--- src/hdl/ertp_pkg.sv ---
// Package for the Euler rotate/translate/project vertex block.
// Word types, configuration record, op codes and register indexes.
// No dependencies.
`timescale 1ns / 1ps

package ertp_pkg;

    typedef struct packed {
        logic signed [31:0] x_in;
        logic signed [31:0] y_in;
        logic signed [31:0] z_in;
        logic               is_normal;
        logic               last_vertex;
    } t_vtx_in;

    typedef struct packed {
        logic signed [31:0] x_out;
        logic signed [31:0] y_out;
        logic signed [31:0] z_out;
        logic               divide_fault;
        logic               last_out;
    } t_vtx_out;

    typedef enum logic [1:0] {
        OP_NORMAL  = 2'd0,
        OP_PLACE   = 2'd1,
        OP_PROJECT = 2'd2
    } t_op;

    typedef struct packed {
        t_vtx_in vtx;
        t_op     op;
    } t_item;

    typedef struct packed {
        logic        [31:0] sc_x;
        logic        [31:0] sc_y;
        logic        [31:0] sc_z;
        logic signed [31:0] off_x;
        logic signed [31:0] off_y;
        logic signed [31:0] off_z;
        logic               project;
    } t_cfg;

    localparam int          ADDR_W   = 5;
    localparam logic [2:0]  REG_SC_X = 3'd0;
    localparam logic [2:0]  REG_SC_Y = 3'd1;
    localparam logic [2:0]  REG_SC_Z = 3'd2;
    localparam logic [2:0]  REG_OFF_X = 3'd3;
    localparam logic [2:0]  REG_OFF_Y = 3'd4;
    localparam logic [2:0]  REG_OFF_Z = 3'd5;
    localparam logic [2:0]  REG_PROJ = 3'd6;
    localparam logic [31:0] SC_RESET = 32'h4000_0000;

endpackage

--- src/hdl/ertp_fifo.sv ---
// Two-entry register queue, used between front and back and at the output.
// No dependencies.
`timescale 1ns / 1ps

module ertp_fifo #(
    parameter int WIDTH = 8
) (
    input  logic             i_clk,
    input  logic             i_rst_n,
    input  logic             i_push,
    input  logic             i_pop,
    input  logic [WIDTH-1:0] i_data,
    output logic             o_full,
    output logic             o_empty,
    output logic [WIDTH-1:0] o_data
);

    logic [WIDTH-1:0] r_mem [0:1];
    logic             r_wp, r_rp;
    logic [1:0]       r_cnt;
    logic             do_push, do_pop;

    assign o_full  = (r_cnt == 2'd2);
    assign o_empty = (r_cnt == 2'd0);
    assign o_data  = r_mem[r_rp];
    assign do_push = i_push && !o_full;
    assign do_pop  = i_pop && !o_empty;

    always_ff @(posedge i_clk) begin
        if (!i_rst_n) begin
            r_wp  <= 1'b0;
            r_rp  <= 1'b0;
            r_cnt <= 2'd0;
        end else begin
            if (do_push) r_wp <= ~r_wp;
            if (do_pop) r_rp <= ~r_rp;
            r_cnt <= r_cnt + {1'b0, do_push} - {1'b0, do_pop};
        end
    end

    always_ff @(posedge i_clk) begin
        if (do_push) r_mem[r_wp] <= i_data;
    end

endmodule

--- src/hdl/ertp_front.sv ---
// Front end: takes vertex words, tags each with its operation, queues them.
// Depends on ertp_pkg and ertp_fifo.
`timescale 1ns / 1ps

module ertp_front (
    input  logic            i_clk,
    input  logic            i_rst_n,
    input  logic            i_project,
    input  logic            i_push,
    output logic            o_full,
    input  ertp_pkg::t_vtx_in i_vtx,
    input  logic            i_pop,
    output logic            o_empty,
    output ertp_pkg::t_item o_item
);

    ertp_pkg::t_item item;

    always_comb begin
        item.vtx = i_vtx;
        if (i_vtx.is_normal) item.op = ertp_pkg::OP_NORMAL;
        else if (i_project)  item.op = ertp_pkg::OP_PROJECT;
        else                 item.op = ertp_pkg::OP_PLACE;
    end

    ertp_fifo #(.WIDTH($bits(ertp_pkg::t_item))) u_q (
        .i_clk  (i_clk),
        .i_rst_n(i_rst_n),
        .i_push (i_push),
        .i_pop  (i_pop),
        .i_data (item),
        .o_full (o_full),
        .o_empty(o_empty),
        .o_data (o_item)
    );

endmodule

--- config.mk ---
export PLATFORM = sky130hd
export DESIGN_NAME = ertp_front
export DESIGN_NICKNAME = d
export VERILOG_FILES = /design/src/hdl/ertp_pkg.sv /design/src/hdl/ertp_fifo.sv /design/src/hdl/ertp_front.sv
export SDC_FILE = /design/constraint.sdc
export NUM_CORES = 1
export LEC_CHECK = 0
export BUFFER_PORTS_ARGS = -buffer_cell sky130_fd_sc_hd__buf_2
export CORE_ASPECT_RATIO = 0.8
export CORE_MARGIN = 2
export CORE_UTILIZATION = 40
export DETAILED_ROUTE_END_ITERATION = 10
export SYNTH_ARGS = -nofsm -noshare
export SYNTH_HDL_FRONTEND = slang
export SYNTH_SLANG_ARGS = --single-unit
--- constraint.sdc ---
create_clock -name i_clk -period 11.1 [get_ports i_clk]
set_clock_uncertainty 0.2 [all_clocks]
set_input_delay 2.22 -clock i_clk [delete_from_list [all_inputs] [get_ports i_clk]]
set_output_delay 2.22 -clock i_clk [all_outputs]
set_load 0.005 [all_outputs]
After elaboration in Yosys (flattened, before gate mapping) --
Memory sizes are Yosys's and may differ from the RTL's. A register that Yosys moved wholly into a read port is not among the register bits. Cells that the tools add are included.
Word-level totals: bits in registers 4, RAM bits 200, input port bits 103, output and inout bits 102, logic and storage cells 20, memories kept 1
Operators by class: reductions and logical operators 5, mux-type cells 6, bitwise operators 2, equality and inequality tests 1, $add $sub $neg 2
Memories:
- u_q.r_mem | words 2, bits a word 100, read ports 1, clocked after memory_dff 1, write ports 1, RTL line ertp_fifo.sv:18 | logic [WIDTH-1:0] r_mem [0:1];
Operator list (count):
- $mux W1 | 4
- $mux W2 | 2
- $add A2 B1 Y2 | 1
- $eq A2 B2 Y1 const B | 1
- $logic_and A1 B1 Y1 | 2
- $logic_not A1 Y1 | 2
- $logic_not A2 Y1 | 1
- $not A1 Y1 | 2
- $sub A2 B1 Y2 | 1

Depth between registers and ports, before layout --
Gate-level depths: netlist (run 1).
depth in word-level cells 5, mapped depth 7, mapped depth without buffers 7

Cells and area by module --
A second synthesis (run 1) with hierarchy kept.
Unflattened totals: cells, all modules 340, area total of the unflattened synthesis 7965.1 µm²
By module, submodules not included:
- ertp_fifo | times used 1, area an instance 7952.6 µm², seq. area each 6105.9 µm², cells each 338
- ertp_front | times used 1, area an instance 12.5 µm², seq. area each 0.0 µm², cells each 2

Least setup slack after synthesis (run 1) --
Ideal clock, no wire load.
path kind input -> register, start point in i_push, end point mem u_q.r_mem[0][0] in the netlist's numbering (enable), library setup time 0.571 ns, path buffers 0, data arrival time 6.794 ns, setup slack 3.535 ns, cell stages on the path 2, data required time 10.329 ns, cell sequence and2_1 > nor2b_1
Between the ends: longest elaborated chain between the ends 3
Ends and longest elaborated chain:
- from (decl) | RTL line ertp_front.sv:9 | input logic i_push,
- $logic_and A1 B1 Y1 | RTL line ertp_fifo.sv:26 | assign do_push = i_push && !o_full;
- $mux W1 | RTL line ertp_fifo.sv:42 | if (do_push) r_mem[r_wp] <= i_data;
- $mux W1 (not written as such) | RTL line ertp_fifo.sv:42
- to (decl) | RTL line ertp_fifo.sv:18
No other way between the ends.

==> impl_metrics.toml, run 1 <==
[grt]
gr-total-overflow = 0
grt_max_degree = 60
antenna_found_initial = 3
first_global_vias = 3830
groute.usage.overall_pct = 12.7
grt_pass1_wl_um = 20700

[sta]
worst_hold_slack_ps = 311
rsz0062_at_grt = "no"
tightestPinTransition_ps = 994
setup_ws_ps = 5780
drv_slew = 0
fin_crit_sh_pct = 47.9
fmax_mhz = 188
period_minus_slack_ps = 5320
hold_violations = 0
setup_violations = 0
setup-tns-final_ps = 0
maxSlewHeadroom_pct = 33.7

[synth]
synth_compound_area_share_pct = 0.157
syn_inst = 341
syn_avg_cell_area_um2 = 23.4
synth_top_family_by_area = "multiplexers"
post-synth-top-area-fraction_pct = 75.4
yosysUniqueCellTypes = 19
synthAdderAreaFrac_pct = 0.314
synth_xor_area_share_pct = 0.220
async_reset_ff_share_pct = 0
synth-simple-area-share_pct = 1.00
seq_area_frac_synth_pct = 76.6
yosysTopAreaCell = "edfxtp_1"
synth.area.top_cells = "edfxtp_1, mux2_4, buf_12"
synthFlopType = "edfxtp_1"
yosys_warnings = 0
synth-seq-cells = 205
netlist_area_mm2 = 0.00797
synth_edf_count = 200
synth.net_count = 446
synth.area.mux_share_pct = 18.8

[floorplan]
dieArea_mm2 = 0.0211
core_mm2 = 0.0197
ioPinCount = 205
rows = 46
die_y_um = 130
initial_core_util_pct = 40.5
die_w_um = 162

[detailed_routing]
vias_per_cell = 4.52
finalWirelength_um = 14200
dr_total_vias = 3813
ant_nets = 0
drt-wirelength-per-cell_um = 16.8
drtPass1Iterations = 4
remaining_drc_errors = 0
drt_iter0_markers = 182

[layout]
drive_above_1_share_pct = 59.4
seq_area_mm2 = 0.00611
fillCellCount = 1670
nets = 667
syn_to_final_growth_pct = 24.3
finalInstanceArea_mm2 = 0.00990
multi_input_area_mm2 = 0.00165

[placement]
dpl.hpwl_um = 9400
io_buffer_count = 204
routabilityCongestion = 0.713
postPlaceCellArea_mm2 = 0.00916
pre_cts_slack_ps = 6230

[hold_path]
holdCritPathClass = "reg2reg"
min_from = "u_q.r_rp"
holdPathEnd = "u_q.r_rp"
min_delay_path_depth = 2

[clocking]
postCtsSetupBuffers = 0
clk_pin_slew_ps = 60
cts_hold_buf = 0
root_buffer = "clkbuf_16"
cts_resized = 0
insertion_delay_ps = 490
h-tree-depth = 1
clockBufferDepth = 3
cts_tree = "yes"
clock_sinks = 205
numCtsBuffers = 22

[critical_path]
reg2reg_depth = 3
rrSetupSlack_ps = 8580
cp.required_ps = 8680
worstPathArrival_ps = 2900
reg2reg_to = "u_q.r_mem[1][75]"
endpoint_kind = "output pin"
path_class = "reg2out"
rr_startpoint = "u_q.r_cnt[0]"
worst-path-max-fanout = 52
start_kind = "flop"

[job]
maxCapViolCount = 0

[power_and_ir_drop]
power_leakage_nw = 3.90
vdd_drop_max_mv = 0.129
powerDensity_mw_per_mm2 = 234

[run_status]
status = "complete, no violations"
cells in the mapped netlist, drive strengths merged (2+ instances only):
library cell / instances
edfxtp: 200
mux2: 100
nor2: 5
and2: 3
buf: 11
nor2b: 2
ha: 2
dfxtp: 5
inv: 4
stage by stage:
step / utilization, % / std cells / total power, W
final: 50.3 / 843 / 0.00231
after global placement: 46.5 / 802 / 0.00160
after detailed placement: 46.5 / 802 / 0.00161
after floorplan: - / 341 / 0.00145
after global routing: 50.3 / 841 / 0.00242
after CTS: 50.3 / 841 / 0.00235
state kept, by name, indices dropped and copies added, names as in the netlist, named ones only:
| signal | count |
|---|---|
| u_q.r_cnt | 2 |
| u_q.r_mem | 200 |
| u_q.r_wp | 1 |
| u_q.r_rp | 1 |
worst max-delay path: stages (launching register included):
cell and delay (ps):
dfxtp_4 960, buf_4 890, mux2_4 370, buf_2 130
worst max path at each step:
stage | startpoint | endpoint | slack (ps) | depth (start not counted)
global route | flop | o_item[1] | 5630 | 3
global placement | flop | o_item[19] | 6260 | 3
detailed placement | flop | o_item[19] | 6230 | 3
finish | flop | o_item[53] | 5780 | 3
floorplan | i_push | u_q.r_mem[0][0] | 3530 | 2
CTS | flop | o_item[19] | 5700 | 3
routing by layer:
layer  wire, µm  global-route usage, %
met1       6110                   16.5
met2       6480                   20.2
met5         13                      0
met3       1210                   4.51
met4        359                   3.70
placed cells by master, fill, tap and decap left out, types with 4 or more instances in the layout:
cell | netlist | final
buf_2 | 0 | 204
edfxtp_1 | 200 | 200
mux2_4 | 100 | 100
clkbuf_16 | 0 | 23
nor2_1 | 5 | 5
inv_1 | 4 | 4
clkbuf_1 | 0 | 4
buf_4 | 0 | 4
dfxtp_1 | 5 | 4
where the power goes:
part           switching [W]  total, W  internal, W
clock network       0.000274  0.000734     0.000460
logic               0.000218  0.000534     0.000316
registers          0.0000633   0.00105     0.000982
cell families after synthesis:
family                     after synthesis
and+or+nand+nor                         15
AOI/OAI and AO/OA                        2
xor gates and xnor gates                 2
muxes                                  100
DFF                                    205
adders and majority gates                2
buffers and inverters                   15
area by class of cell:
| type | instances | share of cell area (%) |
|---|---|---|
| tap | 264 | 3.34 |
| inverter | 4 | 0.152 |
| multi-input combinational | 121 | 16.7 |
| clock inverter | 10 | 1.26 |
| timing repair buffer | 208 | 10.6 |
| clock buffer | 29 | 6.24 |
| sequential | 205 | 61.7 |
| antenna | 2 | 0.0505 |
Note: power is estimated with default switching activity, not from simulation.
==> inputs of run 2 (changes only) <==
- PLACE_DENSITY: default -> 0.66
- clock period: 11.1 -> 4.5 ns (I/O delays scaled with it)
==> run 2 against run 1 <==
Count of clock-buffer cells in the layout decreased by 1. Largest power group unchanged. Core utilization decreased by 0.58 points. Largest cell class unchanged. Sequential power increased by 140%. First-iteration DRC count decreased by 15%. Non-clock buffer count up 1. Critical path type unchanged.
==> impl_metrics.toml, run 2 (same netlist as run 1, synthesis figures left out) <==
[run_status]
status = "complete, no violations"

[grt]
grt_max_degree = 54
first_global_vias = 4065
groute.usage.overall_pct = 13.1
antenna_found_initial = 2
grt_util_met2_pct = 21.7
grt_use_met3_pct = 5.24
gr-total-overflow = 0
met1_usage_pct = 16.2
grt-busiest-layer = "met2"
grt_pass1_wl_um = 21500

[clocking]
cts_tree = "yes"
clockBufferDepth = 3
clock_sinks = 205
postCtsSetupBuffers = 0
root_buffer = "clkbuf_16"
insertion_delay_ps = 480
cts_hold_buf = 0
cts_resized = 0
numCtsBuffers = 21
h-tree-depth = 1
clk_pin_slew_ps = 60

[detailed_routing]
remaining_drc_errors = 0
drtPass1Iterations = 4
drt-wirelength-per-cell_um = 17.3
finalWirelength_um = 14500
drt_iter0_markers = 154
dr_total_vias = 3830
vias_per_cell = 4.58
ant_nets = 0

[sta]
setup-tns-final_ps = 0
tightestPinTransition_ps = 755
setup_violations = 0
fin_crit_sh_pct = 71.8
period_minus_slack_ps = 3230
worst_hold_slack_ps = 321
fmax_mhz = 309
rsz0062_at_grt = "no"
drv_slew = 0
maxSlewHeadroom_pct = 49.7
hold_violations = 0

[hold_path]
min_delay_path_depth = 2
min_from = "u_q.r_rp"
holdPathEnd = "u_q.r_rp"
holdCritPathClass = "reg2reg"

[floorplan]
rows = 46
dieArea_mm2 = 0.0211
core_mm2 = 0.0197
initial_core_util_pct = 40.5
ioPinCount = 205
die_y_um = 130
die_w_um = 162

[layout]
largest_reg_flops = 200
layout_common_cells = "buf_2, edfxtp_1, mux2_4"
syn_to_final_growth_pct = 22.8
top_regs = "u_q.r_mem: 200 flops, u_q.r_cnt: 2 flops"
fin_util_pct = 49.7
drive_above_1_share_pct = 59.2
largest-register = "u_q.r_mem"
final_common_cell = "buf_2"
nets = 667
final_cells = 836

[critical_path]
reg2reg_to = "u_q.r_mem[1][87]"
cp.required_ps = 3400
worstPathArrival_ps = 2130
rrSetupSlack_ps = 2300
endpoint_kind = "output pin"
worst-path-max-fanout = 25
rr_startpoint = "u_q.r_cnt[0]"
start_kind = "flop"
path_class = "reg2out"
reg2reg_depth = 3

[placement]
dp.cells = 803
io_buffer_count = 204
routabilityCongestion = 0.690
dpl.hpwl_um = 9620

[power_and_ir_drop]
vdd_drop_max_mv = 0.342
power_leakage_nw = 3.85
powerDensity_mw_per_mm2 = 555

[job]
maxCapViolCount = 0
## run 2: changes by cell type in the layout (fill, tap and decap cells not counted)
| cell | previous run | this run |
|---|---|---|
| clkinv_2 | 3 | 2 |
| inv_6 | 1 | 0 |
| buf_12 | 0 | 2 |
| clkbuf_8 | 2 | 3 |
| bufinv_16 | 3 | 0 |
| diode_2 | 2 | 1 |
| clkinv_1 | 3 | 2 |
| buf_4 | 4 | 3 |
| clkbuf_16 | 23 | 21 |
## run 2: cell type report
cell class / count / area, µm²
clock buffers: 28 / 582
clock inverters: 4 / 17.5
well taps: 264 / 330
diodes: 1 / 2.50
multi-input cells: 121 / 1650
inverters: 4 / 15.0
fillers: 1680 / 9890
flip-flops and latches: 205 / 6110
repair buffers: 209 / 1080
## run 2: where the power goes
group          internal (W)  switching (W)
combinational      0.000780       0.000582
sequential          0.00242       0.000117
clock              0.000894       0.000637
total               0.00410        0.00134
## run 2: how the worst max path moves through the flow
stage / startpoint / slack, ps / cells past startpoint / endpoint
final: flop / 1270 / 3 / o_item[4]
after global routing: flop / 1160 / 3 / o_item[4]
after CTS: flop / 1220 / 3 / o_item[4]
after detailed placement: flop / 1750 / 3 / o_item[4]
after global placement: flop / 1790 / 3 / o_item[4]
after floorplan: i_push / 190 / 2 / u_q.r_mem[0][0]
## run 2: worst max-delay path: stages (launching register included)
cell and delay [ps]:
dfxtp_4 650, buf_4 490, mux2_4 340, buf_2 130
## run 2: stage by stage
step,instance area [µm²],setup WS [ps],power [W]
after floorplan,7970,189,0.00357
after global placement,9190,1790,0.00393
after detailed placement,9190,1750,0.00397
after CTS,9790,1220,0.00552
after global routing,9790,1160,0.00569
final,9790,1270,0.00543
## run 2: per-layer routing
layer | wire length, µm | share of wire, %
met4 | 298 | 2.1
met3 | 1310 | 9.1
met2 | 6800 | 47
met5 | 27 | 0.19
met1 | 6030 | 42
==> inputs of run 3 (changes only) <==
- ABC_AREA: default -> 1
- clock period: 4.5 -> 2.91 ns (I/O delays scaled with it)
==> run 3 against run 2 <==
Synthesized cell count increased by 3.5%. Non-clock buffer count up 2. Sequential share of layout area shrank 2.3 points. Critical path depth is the same. Final cell count is 2.6% higher. Setup slack got worse by 1100 ps. Die area up 0.15%. Count of clock-buffer cells in the layout decreased by 3.
==> impl_metrics.toml, run 3 <==
[run_status]
status = "complete, no violations"

[grt]
grt_use_met3_pct = 4.61
grt_util_met2_pct = 24.5
gr-total-overflow = 0
grt_pass1_wl_um = 22200
groute.usage.overall_pct = 13.7
met1_usage_pct = 15.9
grt-busiest-layer = "met2"
grt_max_degree = 63
antenna_found_initial = 3
first_global_vias = 4221

[sta]
period_minus_slack_ps = 2740
worst_hold_slack_ps = 78.2
drv_slew = 0
setup_violations = 0
rsz0062_at_grt = "no"
fmax_mhz = 365
setup-tns-final_ps = 0
setup_ws_ps = 173
tightestPinTransition_ps = 516
maxSlewHeadroom_pct = 65.5
hold_violations = 0
fin_crit_sh_pct = 94.0

[synth]
synth-seq-cells = 205
syn_inst = 353
post-synth-top-area-fraction_pct = 75.2
synth_top_family_by_area = "multiplexers"
yosysMostFrequentCell = "edfxtp_1"
yosysTopAreaCell = "edfxtp_1"
yosysUniqueCellTypes = 11
synth_edf_count = 200
synthTopCellsByCount = "edfxtp_1, mux2_4, inv_1, buf_12, nor2_1"
synth-simple-area-share_pct = 1.08
synthFlopType = "edfxtp_1"
async_reset_ff_share_pct = 0
synth_xor_area_share_pct = 0
synth.area.top_cells = "edfxtp_1, mux2_4, buf_12"
synthAdderAreaFrac_pct = 0.314
synth_compound_area_share_pct = 0.125
syn_avg_cell_area_um2 = 22.6
seq_area_frac_synth_pct = 76.5
synth.area.mux_share_pct = 18.8
netlist_area_mm2 = 0.00798
synth.net_count = 458
yosys_warnings = 0

[power_and_ir_drop]
pwr-share-clk_pct = 35.7
power_leakage_nw = 4.04
vdd_drop_max_mv = 0.522
seqPwrFrac_pct = 42.2
combPwrFrac_pct = 22.0
powerDensity_mw_per_mm2 = 919
switchingPower_w = 0.00219
p_int_w = 0.00716
sw_frac_of_total_pct = 23.4

[clocking]
clock_sinks = 205
h-tree-depth = 1
cts_resized = 0
insertion_delay_ps = 490
clockBufferDepth = 3
root_buffer = "clkbuf_16"
clk_pin_slew_ps = 60
cts_hold_buf = 0
cts_tree = "yes"
postCtsSetupBuffers = 0
numCtsBuffers = 22

[floorplan]
core_mm2 = 0.0197
die_y_um = 130
dieArea_mm2 = 0.0211
die_w_um = 162
ioPinCount = 205
rows = 46
initial_core_util_pct = 40.5

[critical_path]
start_kind = "flop"
cp.required_ps = 2130
worst-path-max-fanout = 32
worstPathArrival_ps = 1950
endpoint_kind = "output pin"
path_class = "reg2out"

[detailed_routing]
drtPass1Iterations = 4
ant_nets = 0
finalWirelength_um = 14800
drt-wirelength-per-cell_um = 17.3
drt_iter0_markers = 186
remaining_drc_errors = 0
vias_per_cell = 4.56
dr_total_vias = 3909

[layout]
drive_above_1_share_pct = 59.2
final_common_cell = "buf_2"
top_regs = "u_q.r_mem: 200 flops, u_q.r_cnt: 2 flops"
largest-register = "u_q.r_mem"
layout_common_cells = "buf_2, edfxtp_1, mux2_4"
largest_reg_flops = 200
syn_to_final_growth_pct = 27.4
nets = 682

[job]
maxCapViolCount = 0

[placement]
io_buffer_count = 204
routabilityCongestion = 0.738
dpl.hpwl_um = 9790
pre_cts_slack_ps = 647

[hold_path]
holdCritPathClass = "in2reg"
[run 3: worst max-delay path, stage by stage (launching register included)]
cell,delay [ps]
dfxtp_4,650
buf_12,330
mux2_4,340
buf_2,130
[run 3: routing by layer]
layer / wire, µm / vias up
li1: - / 1825
met3: 1190 / 25
met4: 315 / 4
met5: 27 / -
met2: 7430 / 139
met1: 5860 / 1916
[run 3: power by group through the flow]
stage	registers [W]	logic [W]	clock network (W)
2_1_floorplan	0.00394	0.00147	0
3_3_place_gp	0.00399	0.00205	0
3_5_place_dp	0.00401	0.00209	0
4_1_cts	0.00395	0.00210	0.00344
5_1_grt	0.00399	0.00223	0.00352
6_report	0.00395	0.00206	0.00334
[run 3: worst paths after layout]
check / from / end / slack, ps / depth (start not counted)
worst max-delay path: flop / o_item[90] / 170 / 3
worst min register to register: u_q.r_rp / u_q.r_rp / 330 / 2
worst min-delay path: i_vtx[28] / u_q.r_mem[1][30] / 80 / 1
worst max register to register: u_q.r_cnt[0] / u_q.r_mem[1][27] / 840 / 5
[run 3: kinds of logic after synthesis]
logic type | Yosys count
buffers and inverters | 22
and+or+nand+nor | 22
AOI/OAI and AO/OA | 2
adders and majority gates | 2
DFF | 205
muxes | 100
[run 3: area by class of cell]
class / instances / area, µm²
diodes: 1 / 2.50
clock buffers: 25 / 583
clock inverters: 15 / 305
fillers: 1646 / 9520
inverters: 11 / 45.0
multi-input cells: 126 / 1630
flip-flops and latches: 205 / 6110
well taps: 264 / 330
repair buffers: 211 / 1160
[run 3: per-stage QoR]
stage / power [W] / utilization, % / cells / cell area (µm²)
global placement: 0.00603 / 47.1 / 817 / 9280
CTS: 0.00949 / 51.6 / 857 / 10200
detailed placement: 0.00611 / 47.1 / 817 / 9280
global route: 0.00974 / 51.7 / 858 / 10200
finish: 0.00934 / 51.7 / 858 / 10200
floorplan: 0.00540 / - / 353 / 7990
