[config.mk]
export PLATFORM = sky130hd
export DESIGN_NAME = ertp_fifo
export DESIGN_NICKNAME = d
export VERILOG_FILES = /design/src/hdl/ertp_fifo.sv
export SDC_FILE = /design/constraint.sdc
export NUM_CORES = 1
export LEC_CHECK = 0
export BUFFER_PORTS_ARGS = -buffer_cell sky130_fd_sc_hd__buf_2
export CAP_MARGIN = 10
export CORE_MARGIN = 1.5
export CORE_UTILIZATION = 40
export CTS_CLUSTER_DIAMETER = 80
export DETAILED_ROUTE_END_ITERATION = 8
export PLACE_DENSITY = 0.68
export SLEW_MARGIN = 20
export SYNTH_ARGS = -nofsm -noshare
export SYNTH_HDL_FRONTEND = slang
export SYNTH_SLANG_ARGS = --single-unit
[constraint.sdc]
create_clock -name i_clk -period 3 [get_ports i_clk]
set_input_delay 0.45 -clock i_clk [delete_from_list [all_inputs] [get_ports i_clk]]
set_output_delay 0.45 -clock i_clk [all_outputs]
set_load 0.01 [all_outputs]
[src/hdl/ertp_fifo.sv]
// Two-entry register queue, used between front and back and at the output.
// No dependencies.
`timescale 1ns / 1ps

module ertp_fifo #(
    parameter int WIDTH = 8
) (
    input  logic             i_clk,
    input  logic             i_rst_n,
    input  logic             i_push,
    input  logic             i_pop,
    input  logic [WIDTH-1:0] i_data,
    output logic             o_full,
    output logic             o_empty,
    output logic [WIDTH-1:0] o_data
);

    logic [WIDTH-1:0] r_mem [0:1];
    logic             r_wp, r_rp;
    logic [1:0]       r_cnt;
    logic             do_push, do_pop;

    assign o_full  = (r_cnt == 2'd2);
    assign o_empty = (r_cnt == 2'd0);
    assign o_data  = r_mem[r_rp];
    assign do_push = i_push && !o_full;
    assign do_pop  = i_pop && !o_empty;

    always_ff @(posedge i_clk) begin
        if (!i_rst_n) begin
            r_wp  <= 1'b0;
            r_rp  <= 1'b0;
            r_cnt <= 2'd0;
        end else begin
            if (do_push) r_wp <= ~r_wp;
            if (do_pop) r_rp <= ~r_rp;
            r_cnt <= r_cnt + {1'b0, do_push} - {1'b0, do_pop};
        end
    end

    always_ff @(posedge i_clk) begin
        if (do_push) r_mem[r_wp] <= i_data;
    end

endmodule

# == Word level (Yosys, flattened, before mapping) ==
# Memories as Yosys holds them, arrays and structs flattened. A register that Yosys moved wholly into a read port is not among the register bits.
# Index checks and enable logic that the tools add are counted.
# word_totals
register_bits,4
ramBits,16
inputBits,12
word_cells,18
memories,1
# classes
add_sub_neg,2
n_eq_ne,1
n_mux,4
n_bitwise,2
reduce_logical,5
# mem_list
memory,depth,word_bits,read_ports,rd_ports_with_merged_regs,wr,line,source
r_mem,2,8,1,1,1,18,logic [WIDTH-1:0] r_mem [0:1];
# ops
operator,n
1-bit 2-to-1 mux,4
2-bit by 1-bit adder with 2-bit output,1
2-bit equality test (second input constant),1
1-bit logical AND,2
1-bit zero test,2
2-bit zero test,1
1-bit NOT,2
2-bit by 1-bit subtractor with 2-bit output,1

# == Longest topological paths before layout ==
# Gate-level depths: netlist of run 1.
# depth
depth_word,5
ltp_mapped,8
depth_no_buf,8

# == Worst setup path after synthesis of run 1 ==
# No wires, ideal clock.
# synth_timing
path_kind,flip-flop to flip-flop
startpoint,reg r_cnt[0]
endpoint,reg r_cnt[1]
setup_ps,78
arrival_time_ps,1467
slack_ps,1455
stages_incl_launch_ff,9
path_buffers,0
period_less_slack_ps,1545
cell_sequence,dfxtp_1 -> nand2b_1 -> nand2_1 -> ha_1 -> inv_1 -> ha_1 -> xor2_1 -> and2_2 -> nor3_1
# synth_via
elab_chain_len,5
word_cells_on_any_way,8
# synth_rtl
item,line,source
from (decl),20,logic [1:0] r_cnt;
from (signal assigned),37,"r_cnt <= r_cnt + {1'b0, do_push} - {1'b0, do_pop};"
2-bit equality test,23,assign o_full = (r_cnt == 2'd2);
1-bit zero test,26,assign do_push = i_push && !o_full;
1-bit logical AND,26,
2-bit by 1-bit adder with 2-bit output,37,
2-bit by 1-bit subtractor with 2-bit output (*),37,
# Every way passes the cells marked *; elsewhere a longest branch is shown, timed or not.
# A chain may end at the register's enable or synchronous reset.

==> results of run 1 <==
==> stage by stage <==
step           worst slack [ns]  cells
3_5_place_dp               1.27     99
2_1_floorplan              1.45     52
6_report                   1.16    103
4_1_cts                    1.12    103
5_1_grt                    1.06    103
3_3_place_gp               1.35     99
==> metal layers <==
layer,routed length [um],part of all wire (%),track usage (%)
met3,74,6.3,5.66
met5,0,0,0
met2,551,47,20.8
met1,532,45,11.8
met4,21,1.8,6.49
==> final cells by class <==
type | count | area share [%]
Tap cell | 27 | 3.47
Clock buffer | 3 | 2.31
Timing Repair Buffer | 21 | 10.8
Inverter | 3 | 1.16
Sequential cell | 21 | 59.6
Clock inverter | 1 | 0.514
Multi-Input combinational cell | 27 | 22.1
==> registers in the layout, indices dropped and copies added (netlist names), named ones only <==
name,cells
r_cnt,2
r_mem,16
r_wp,1
r_rp,1
==> report_power, final <==
| part | internal, W | switching [W] |
|---|---|---|
| clock | 0.0000498 | 0.0000827 |
| combinational | 0.000123 | 0.000117 |
| sequential | 0.000380 | 0.0000401 |
==> logic make-up (layout without fill, tap and decap cells) <==
family                     after synthesis  in the layout  share of synthesized area (%)
DFF                                     21             21                           71.5
xor gates and xnor gates                 2              2                           2.16
buffers and inverters                    4             28                           2.00
AOI/OAI and AO/OA                        1              1                           1.08
and+or+nand+nor                         13             13                           7.86
muxes                                    9              9                           12.3
adders and majority gates                2              2                           3.08
==> worst reg2reg max path, delay by kind of cell, from the launching register on <==
kind,cells,cell delay (ns)
and+or+nand+nor,4,0.58
xor gates and xnor gates,1,0.15
adders and majority gates,2,0.47
DFF,1,0.38
buffers and inverters,1,0.04
==> synthesized netlist by cell type (all sizes together) <==
library cell and count:
xnor2 1, o21a 1, nand2b 2, nor3 1, mux2 8, xor2 1, dfxtp 5, nand2 2
mux2i 1, ha 2, inv 3, nor2 5, and2 2, edfxtp 16, buf 1, and3 1
==> path summary, 6_finish.rpt <==
path / start / endpoint / slack (ns) / cells past startpoint
worst max register to register: r_cnt[0] / r_cnt[1] / 1.30 / 8
worst min-delay path: i_data[3] / r_mem[1][3] / 0.33 / 1
worst min register to register: r_wp / r_wp / 0.50 / 2
worst max-delay path: register / o_data[4] / 1.16 / 2
==> reports/summary.json, run 1 <==
{
  "critical-path-max-stage-delay_ns": 0.56,
  "peakVddDrop_uv": 426,
  "tritoncts.num_buffers": 3,
  "hp-class": "primary input to register",
  "worst_slew_pin_slew_ns": 0.674,
  "globalRouteOverflowTotal": 0,
  "cts_tree": "yes",
  "placedInstanceArea_sq_um": 946,
  "fillCellCount": 184,
  "num_vias": 470,
  "die_area_sq_um": 2310,
  "worst_path_max_delay_cell": "sky130_fd_sc_hd__dfxtp_1",
  "fin_worst_hold_slack_ns": 0.330,
  "numPortBuffers": 21,
  "regArea_sq_um": 581,
  "criticalPathCategory": "register to output pin",
  "gp_congestion": 0.695,
  "critical_path.cell_chain": "mux2_2 > buf_2",
  "yosysTopAreaCell": "sky130_fd_sc_hd__edfxtp_1",
  "postSynthRegisterBits": 21,
  "power-per-cell-area_nw_per_um2": 814,
  "crit_arrival_ns": 1.39,
  "cap_viol_max_count": 0,
  "crit_path_start_kind": "register",
  "clock-root-buffer": "sky130_fd_sc_hd__clkbuf_4",
  "final_layout_size_suffix_gt1_share_pct": 46.1,
  "synthDominantCellAreaShare_pct": 59.2,
  "wire_length_of_the_first_global_routing_pass_mm": 1.74,
  "final_common_cell": "sky130_fd_sc_hd__buf_2",
  "via_per_inst": 4.56,
  "unique_cell_type_count_in_the_yosys_netlist": 17,
  "routed_wire_length_per_instance_um": 11.4,
  "synthCells": 52,
  "number_of_global_route_vias_before_repair": 412,
  "cts_resized": 0,
  "first_iter_violations": 5,
  "cts_setup_buffers": 0,
  "multi_input_area_sq_um": 215,
  "drt_wl_total_mm": 1.18,
  "static_leakage_power_nw": 0.409,
  "design.core.area_sq_um": 1940,
  "cts_hold_repair.buffers": 0,
  "worstSkewPairLatency_ns": 0.31,
  "setup_viol_count_final": 0,
  "timing.critical_path.buf_inv": 1,
  "ys_warn_count": 0,
  "fin_setup_tns_ns": 0,
  "num_rows": 16,
  "final_hold_violations": 0,
  "synthesis.area_per_instance_sq_um": 15.6,
  "ant_nets": 0,
  "numClockSinks": 21,
  "final_period_minus_worst_setup_slack_ns": 1.84,
  "antenna_found_initial": 0,
  "ys_top_cells_by_area": "sky130_fd_sc_hd__edfxtp_1 (59%), sky130_fd_sc_hd__dfxtp_1 (12%), sky130_fd_sc_hd__mux2_2 (11%)",
  "synth.net_count": 66,
  "largest_net_degree_at_the_start_of_global_routing": 13,
  "maxSlewViolCount": 0,
  "critPathMaxFanout": 8,
  "seq_area_frac_synth_pct": 71.5,
  "cp_data_required_time_ns": 2.55,
  "cp-end-kind": "output pin",
  "cpLargestDelayFamily": "flip-flops",
  "detail_route.first_pass.iterations": 4,
  "die_y_um": 48.1,
  "pin_count": 22,
  "final_core_utilization_pct": 50.1,
  "drcViolationCount": 0,
  "flow.area_growth_from_synthesis_pct": 19.9,
  "design.final.nets": 91,
  "dp_hpwl_um": 870,
  "syn_area_sq_um": 812,
  "diodes": 0,
  "htree_num_levels": 1,
  "grt.total_usage_pct": 12.0,
  "fin_clk_skew_ns": 0.00613,
  "layout.cell_area.non_filler_sq_um": 973,
  "grt_setup_unrepaired": "no",
  "mostFrequentLayoutCells": "sky130_fd_sc_hd__buf_2 (21), sky130_fd_sc_hd__edfxtp_1 (16), sky130_fd_sc_hd__mux2_2 (8)",
  "cts_buffer_depth": 2,
  "slew_headroom_pct": 54.9,
  "max_freq_mhz": 542,
  "die_width_um": 48.1,
  "initial_utilization_pct": 41.8,
  "cts.clk_slew.worst_paths_ns": 0.11,
  "outcome": "finished, final reports clean",
  "period_share_pct": 61.5,
  "power.total_w": 0.000792
}
(Power assumes the default switching activity.)
==> run 2, diff against run 1 <==
clock period = 1.7 ns   (was 3 ns; I/O delays follow)
==> reports/summary.json, run 2 (synthesis gave the netlist of run 1 again) <==
{
  "fin_worst_hold_slack": {"value": 0.149, "unit": "ns", "change": "-0.181 ns"},
  "fin_setup_tns": {"value": 0, "unit": "ns", "change": "unchanged"},
  "hp-class": "primary input to register",
  "hold_path.startpoint": "i_data[7]",
  "cap_viol_max_count": {"value": 0, "change": "unchanged"},
  "dp_cells": {"value": 100, "change": "+1.0%"},
  "switching_share": {"value": 29.1, "unit": "%", "change": "-1.1 points"},
  "worstReg2RegEnd": "r_cnt[1]",
  "worstSkewPairLatency": {"value": 0.29, "unit": "ns", "change": "-0.02 ns"},
  "critical-path-max-stage-delay": {"value": 0.37, "unit": "ns", "change": "-0.19 ns"},
  "setup_viol_count_final": {"value": 0, "change": "unchanged"},
  "antenna_found_initial": {"value": 0, "change": "unchanged"},
  "htree_num_levels": {"value": 1, "change": "unchanged"},
  "number_of_flip_flops_in_the_largest_register": {"value": 16, "change": "unchanged"},
  "detail_route.first_pass.iterations": {"value": 2, "change": "-2"},
  "ant_nets": {"value": 0, "change": "unchanged"},
  "final_common_cell": "sky130_fd_sc_hd__buf_2",
  "cts_tree": "yes",
  "maxSlewViolCount": {"value": 0, "change": "unchanged"},
  "final_cell_count_no_fill": {"value": 104, "change": "+0.97%"},
  "combPwrFrac": {"value": 31.5, "unit": "%", "change": "+1.2 points"},
  "slew_headroom": {"value": 74.9, "unit": "%", "change": "+20 points"},
  "cpLargestDelayFamily": "adder cells",
  "crit_top_cell": "sky130_fd_sc_hd__ha_1",
  "globalRouteOverflowTotal": {"value": 0, "change": "unchanged"},
  "design.core.area": {"value": 1940, "unit": "sq um", "change": "unchanged"},
  "drcViolationCount": {"value": 0, "change": "unchanged"},
  "hold-path-cell-count": {"value": 1, "change": "unchanged"},
  "critical_path.cell_chain": "o21a_2 > ha_1 > inv_1 > ha_1 > xor2_1 > and2_2 > nor3_1",
  "period_share_pct": 93.7,
  "critPathMaxFanout": {"value": 5, "change": "-3"},
  "wire_length_of_the_first_global_routing_pass": {"value": 1.75, "unit": "mm", "change": "+0.40%"},
  "sequential_fraction_of_design_power": {"value": 53.1, "unit": "%", "change": "about the same"},
  "drt_wl_total": {"value": 1.10, "unit": "mm", "change": "-7.0%"},
  "crit_arrival": {"value": 1.81, "unit": "ns", "change": "+0.42 ns"},
  "cts_buffer_depth": {"value": 2, "change": "unchanged"},
  "static_leakage_power": {"value": 0.418, "unit": "nW", "change": "+2.3%"},
  "top_register": "r_mem",
  "number_of_global_route_vias_before_repair": {"value": 414, "change": "+0.49%"},
  "fin_clk_skew": {"value": 0.00784, "unit": "ns", "change": "+0.00171 ns"},
  "first_iter_violations": {"value": 2, "change": "-3"},
  "timing.critical_path.buf_inv": {"value": 1, "change": "unchanged"},
  "cts.clk_slew.worst_paths": {"value": 0.11, "unit": "ns", "change": "about the same"},
  "cp-end-kind": "register",
  "flow.area_growth_from_synthesis_pct": 22.5,
  "clockPowerShare": {"value": 15.4, "unit": "%", "change": "-1.3 points"},
  "cts_setup_buffers": {"value": 0, "change": "unchanged"},
  "largest_net_degree_at_the_start_of_global_routing": {"value": 13, "change": "unchanged"},
  "die_area": {"value": 2310, "unit": "sq um", "change": "unchanged"},
  "final_hold_violations": {"value": 0, "change": "unchanged"},
  "outcome": "finished, final reports clean",
  "worst_slew_pin_slew": {"value": 0.377, "unit": "ns", "change": "-0.297 ns"},
  "num_vias": {"value": 462, "change": "-1.7%"},
  "diodes": {"value": 0, "change": "unchanged"},
  "numClockSinks": {"value": 21, "change": "unchanged"},
  "clock-root-buffer": "sky130_fd_sc_hd__clkbuf_4",
  "cp_data_required_time": {"value": 1.92, "unit": "ns", "change": "-0.63 ns"},
  "grt.total_usage": {"value": 11.6, "unit": "%", "change": "-0.39 points"},
  "worstHoldEndpoint": "r_mem[1][7]",
  "peakVddDrop": {"value": 660, "unit": "uV", "change": "+55%"},
  "final_core_utilization": {"value": 51.2, "unit": "%", "change": "+1.1 points"},
  "reg2reg_from": "r_cnt[1]",
  "die_y": {"value": 48.1, "unit": "um", "change": "unchanged"},
  "routed_wire_length_per_instance": {"value": 10.5, "unit": "um", "change": "-7.8%"},
  "numPortBuffers": {"value": 21, "change": "unchanged"},
  "via_per_inst": {"value": 4.44, "change": "-2.6%"},
  "criticalPathCategory": "register to register",
  "max_freq_mhz": 628,
  "gp_congestion": {"value": 0.716, "change": "+3.1%"},
  "power_switching": {"value": 0.000413, "unit": "W", "change": "+72%"},
  "crit_path_start_kind": "register",
  "pin_count": {"value": 22, "change": "unchanged"},
  "regToRegSetupSlack": {"value": 0.11, "unit": "ns", "change": "-1.19 ns"},
  "tritoncts.num_buffers": {"value": 3, "change": "unchanged"},
  "initial_utilization": {"value": 41.8, "unit": "%", "change": "unchanged"},
  "internal_power": {"value": 0.00100, "unit": "W", "change": "+82%"},
  "mostFrequentLayoutCells": "sky130_fd_sc_hd__buf_2 (21), sky130_fd_sc_hd__edfxtp_1 (16), sky130_fd_sc_hd__mux2_2 (8)",
  "layout_top_registers": "r_mem (16), r_cnt (2)",
  "die_width": {"value": 48.1, "unit": "um", "change": "unchanged"},
  "final_period_minus_worst_setup_slack_ns": 1.59,
  "design.final.nets": {"value": 92, "change": "+1.1%"},
  "final_layout_size_suffix_gt1_share": {"value": 53.2, "unit": "%", "change": "+7.2 points"},
  "reg2regPathDepth": {"value": 7, "change": "-1"},
  "power-per-cell-area": {"value": 1420, "unit": "nW/um^2", "change": "+75%"},
  "num_rows": {"value": 16, "change": "unchanged"},
  "worst_path_max_delay_cell": "sky130_fd_sc_hd__dfxtp_2"
}
run 2: cell types whose count changed in the layout (fill, tap and decap cells not counted):
cell	delta
sky130_fd_sc_hd__dfxtp_1	-3
sky130_fd_sc_hd__nand2b_1	-1
sky130_fd_sc_hd__nand2b_4	+1
sky130_fd_sc_hd__nand2_2	+1
sky130_fd_sc_hd__nand2_1	-1
sky130_fd_sc_hd__buf_4	+1
sky130_fd_sc_hd__dfxtp_2	+3
run 2: area by class of cell:
cell class / count / area [sq um]
inverter: 3 / 11.3
fill: 185 / 947
tap: 27 / 33.8
sequential: 21 / 584
timing repair buffer: 22 / 113
clock inverter: 1 / 5.00
clock buffer: 3 / 22.5
multi-input combinational: 27 / 225
run 2: worst reg2reg max path: cells and delay by family (launching register included):
kind            cells  cell delay [ns]
flops               1             0.37
compound gates      1             0.23
simple gates        2             0.30
xor+xnor            1             0.14
fa+ha+maj           2             0.44
buf+inv             1             0.04
run 2: worst max-delay path by stage:
stage	from	end	slack (ns)	depth (start not counted)
2_1_floorplan	r_cnt[0]	r_cnt[1]	0.15	8
3_3_place_gp	r_cnt[0]	r_cnt[1]	0.09	8
3_5_place_dp	r_cnt[0]	r_cnt[1]	0.04	8
4_1_cts	r_cnt[0]	r_cnt[1]	0.04	8
5_1_grt	r_cnt[1]	r_cnt[1]	-0.004	7
6_report	r_cnt[1]	r_cnt[1]	0.11	7
run 2: stage by stage:
| step | instance area [sq um] | setup slack [ns] | power [W] |
|---|---|---|---|
| global route | 995 | -0.00387 | 0.00154 |
| global placement | 953 | 0.0880 | 0.00118 |
| floorplan | 812 | 0.155 | 0.00104 |
| CTS | 981 | 0.0387 | 0.00141 |
| detailed placement | 953 | 0.0430 | 0.00119 |
| finish | 995 | 0.107 | 0.00142 |
run 2: power groups by stage:
stage	sequential [W]	clock, W	combinational [W]
floorplan	0.000714	0	0.000322
global placement	0.000749	0	0.000433
detailed placement	0.000754	0	0.000436
CTS	0.000743	0.000230	0.000439
global route	0.000771	0.000256	0.000508
finish	0.000753	0.000218	0.000446
run 2: repair_timing:
action,in CTS,in global routing
hold endpoints to repair,0,0
resized for setup,0,5
setup endpoints to repair,0,4
hold buffers,0,0
run 2: layer usage:
layer / global-route usage (%) / vias up / part of all wire [%]
met2: 18.1 / 15 / 46
met4: 6.49 / 0 / 0
met5: 0 / - / 0
li1: - / 236 / -
met1: 14.0 / 211 / 47
met3: 4.15 / 0 / 6.9
==> run 3, diff against run 2 <==
CORE_UTILIZATION = 44   (was 40)
PLACE_DENSITY = 0.73   (was 0.68)
==> reports/summary.json, run 3 (synthesis gave the netlist of run 1 again) <==
{
  "outcome": "finished, final reports clean",
  "cap_viol_max_count": {"value": 0, "change": "unchanged"},
  "worstSkewPairLatency": {"value": 0.29, "unit": "ns", "change": "about the same"},
  "numClockSinks": {"value": 21, "change": "unchanged"},
  "first_iter_violations": {"value": 5, "change": "+3"},
  "cts_tree": "yes",
  "clockPowerShare": {"value": 15.3, "unit": "%", "change": "about the same"},
  "worst_path_max_delay_cell": "sky130_fd_sc_hd__dfxtp_4",
  "gp_congestion": {"value": 0.701, "change": "-2.1%"},
  "die_y": {"value": 46.0, "unit": "um", "change": "-4.4%"},
  "htree_num_levels": {"value": 1, "change": "unchanged"},
  "power-per-cell-area": {"value": 1440, "unit": "nW/um^2", "change": "+1.2%"},
  "setup_viol_count_final": {"value": 0, "change": "unchanged"},
  "final_common_cell": "sky130_fd_sc_hd__buf_2",
  "cp-end-kind": "register",
  "peakVddDrop": {"value": 683, "unit": "uV", "change": "+3.6%"},
  "largest_net_degree_at_the_start_of_global_routing": {"value": 12, "change": "-1"},
  "cts_setup_buffers": {"value": 0, "change": "unchanged"},
  "cp_data_required_time": {"value": 1.92, "unit": "ns", "change": "about the same"},
  "flow.area_growth_from_synthesis_pct": 23.7,
  "crit_arrival": {"value": 1.82, "unit": "ns", "change": "about the same"},
  "switching_share": {"value": 29.4, "unit": "%", "change": "+0.23 points"},
  "placedInstanceArea": {"value": 951, "unit": "sq um", "change": "-0.26%"},
  "crit_top_cell": "sky130_fd_sc_hd__ha_1",
  "drcViolationCount": {"value": 0, "change": "unchanged"},
  "antenna_found_initial": {"value": 0, "change": "unchanged"},
  "cts_buffer_depth": {"value": 2, "change": "unchanged"},
  "internal_power": {"value": 0.00102, "unit": "W", "change": "+1.8%"},
  "grt_setup_unrepaired": "yes",
  "numPortBuffers": {"value": 21, "change": "unchanged"},
  "final_layout_size_suffix_gt1_share": {"value": 53.2, "unit": "%", "change": "unchanged"},
  "design.final.nets": {"value": 92, "change": "unchanged"},
  "worst_slew_pin_slew": {"value": 0.391, "unit": "ns", "change": "+0.0139 ns"},
  "via_per_inst": {"value": 4.49, "change": "+1.1%"},
  "num_rows": {"value": 15, "change": "-1"},
  "critical-path-max-stage-delay": {"value": 0.38, "unit": "ns", "change": "about the same"},
  "diodes": {"value": 0, "change": "unchanged"},
  "top_register": "r_mem",
  "die_width": {"value": 46.0, "unit": "um", "change": "-4.4%"},
  "static_leakage_power": {"value": 0.418, "unit": "nW", "change": "-0.12%"},
  "critical_path.cell_chain": "o21a_4 > ha_1 > inv_1 > ha_1 > xor2_1 > and2_2 > nor3_2",
  "cts.clk_slew.worst_paths": {"value": 0.10, "unit": "ns", "change": "about the same"},
  "period_share": {"value": 93.9, "unit": "%", "change": "+0.18 points"},
  "design.core.area": {"value": 1730, "unit": "sq um", "change": "-11%"},
  "final_hold_violations": {"value": 0, "change": "unchanged"},
  "pin_count": {"value": 22, "change": "unchanged"},
  "max_freq": {"value": 627, "unit": "MHz", "change": "-0.20%"},
  "wire_length_of_the_first_global_routing_pass": {"value": 1.90, "unit": "mm", "change": "+9.1%"},
  "die_area": {"value": 2110, "unit": "sq um", "change": "-8.5%"},
  "mostFrequentLayoutCells": "sky130_fd_sc_hd__buf_2 (21), sky130_fd_sc_hd__edfxtp_1 (16), sky130_fd_sc_hd__mux2_2 (8)",
  "grt.total_usage": {"value": 14.2, "unit": "%", "change": "+2.6 points"},
  "drt_wl_total": {"value": 1.18, "unit": "mm", "change": "+7.9%"},
  "globalRouteOverflowTotal": {"value": 0, "change": "unchanged"},
  "final_period_minus_worst_setup_slack": {"value": 1.60, "unit": "ns", "change": "+0.00314 ns"},
  "criticalPathCategory": "register to register",
  "layout_top_registers": "r_mem (16), r_cnt (2)",
  "ant_nets": {"value": 0, "change": "unchanged"},
  "initial_utilization": {"value": 47.0, "unit": "%", "change": "+5.2 points"},
  "dp_cells": {"value": 98, "change": "-2.0%"},
  "worst_path_setup_slack_after_routing": {"value": 0.104, "unit": "ns", "change": "-0.00314 ns"},
  "final_cell_count_no_fill": {"value": 102, "change": "-1.9%"},
  "sequential_fraction_of_design_power": {"value": 52.6, "unit": "%", "change": "-0.5 points"},
  "number_of_global_route_vias_before_repair": {"value": 470, "change": "+14%"},
  "hp-class": "primary input to register",
  "post-place-ws": {"value": -0.00878, "unit": "ns", "change": "-0.0517 ns"},
  "layout.cell_area.non_filler": {"value": 1000, "unit": "sq um", "change": "+1.0%"},
  "crit_path_start_kind": "register",
  "dp_hpwl_um": 830,
  "detail_route.first_pass.iterations": {"value": 3, "change": "+1"},
  "tritoncts.num_buffers": {"value": 3, "change": "unchanged"},
  "critPathMaxFanout": {"value": 5, "change": "unchanged"},
  "combPwrFrac": {"value": 32.1, "unit": "%", "change": "+0.6 points"},
  "routed_wire_length_per_instance": {"value": 11.6, "unit": "um", "change": "+10%"},
  "num_vias": {"value": 458, "change": "-0.87%"},
  "slew_headroom": {"value": 73.9, "unit": "%", "change": "-0.92 points"},
  "fin_clk_skew": {"value": 0.00444, "unit": "ns", "change": "-0.00340 ns"},
  "power_switching": {"value": 0.000425, "unit": "W", "change": "+3.0%"},
  "number_of_flip_flops_in_the_largest_register": {"value": 16, "change": "unchanged"},
  "maxSlewViolCount": {"value": 0, "change": "unchanged"},
  "clock-root-buffer": "sky130_fd_sc_hd__clkbuf_4"
}
-- run 3: changes by cell type in the layout (fill, tap and decap cells not counted), sizes merged --
cell    previous run  this run
clkinv             1         0
clkbuf             3         4
-- run 3: worst max-delay path, delay by kind of cell, from the launching register on --
family / cells / cell delay (ns)
compound gates: 1 / 0.22
xor+xnor: 1 / 0.15
fa+ha+maj: 2 / 0.45
buf+inv: 1 / 0.04
flops: 1 / 0.38
simple gates: 2 / 0.29
-- run 3: metrics by stage --
step	util [%]	setup TNS (ns)	power, W	hold WS [ns]
2_1_floorplan	-	0	0.00104	0.354
3_3_place_gp	55.1	0	0.00118	0.443
3_5_place_dp	55.1	-0.00878	0.00119	0.447
4_1_cts	56.7	0	0.00142	0.135
5_1_grt	58.2	-0.00877	0.00156	0.114
6_report	58.2	0	0.00145	0.148
-- run 3: routing by layer --
layer	wire [um]	track usage, %
met1	438	12.9
met2	642	24.4
met5	0	0
met4	17	12.0
met3	86	5.16
-- run 3: final timing paths --
check / to / from / depth (start not counted) / slack (ns)
max reg2reg: r_cnt[1] / r_cnt[1] / 7 / 0.10
max: r_cnt[1] / r_cnt[1] / 7 / 0.10
min reg2reg: r_wp / r_wp / 2 / 0.50
min: r_mem[0][3] / i_data[3] / 1 / 0.15
-- run 3: final cells by class --
| type | instances | area [sq um] |
|---|---|---|
| fill | 159 | 722 |
| sequential | 21 | 587 |
| multi-input combinational | 27 | 236 |
| timing repair buffer | 22 | 113 |
| tap | 25 | 31.3 |
| clock buffer | 4 | 26.3 |
| inverter | 3 | 11.3 |
-- run 3: power groups by stage --
stage | sequential [W] | clock, W | combinational (W)
3_3_place_gp | 0.000746 | 0 | 0.000429
6_report | 0.000762 | 0.000221 | 0.000465
2_1_floorplan | 0.000714 | 0 | 0.000322
4_1_cts | 0.000745 | 0.000230 | 0.000445
3_5_place_dp | 0.000753 | 0 | 0.000441
5_1_grt | 0.000784 | 0.000257 | 0.000523
-- run 3: repair_timing --
item / CTS / global route
gates resized for setup: 1 / 7
setup endpoints to repair: 1 / 5
hold buffers: 0 / 0
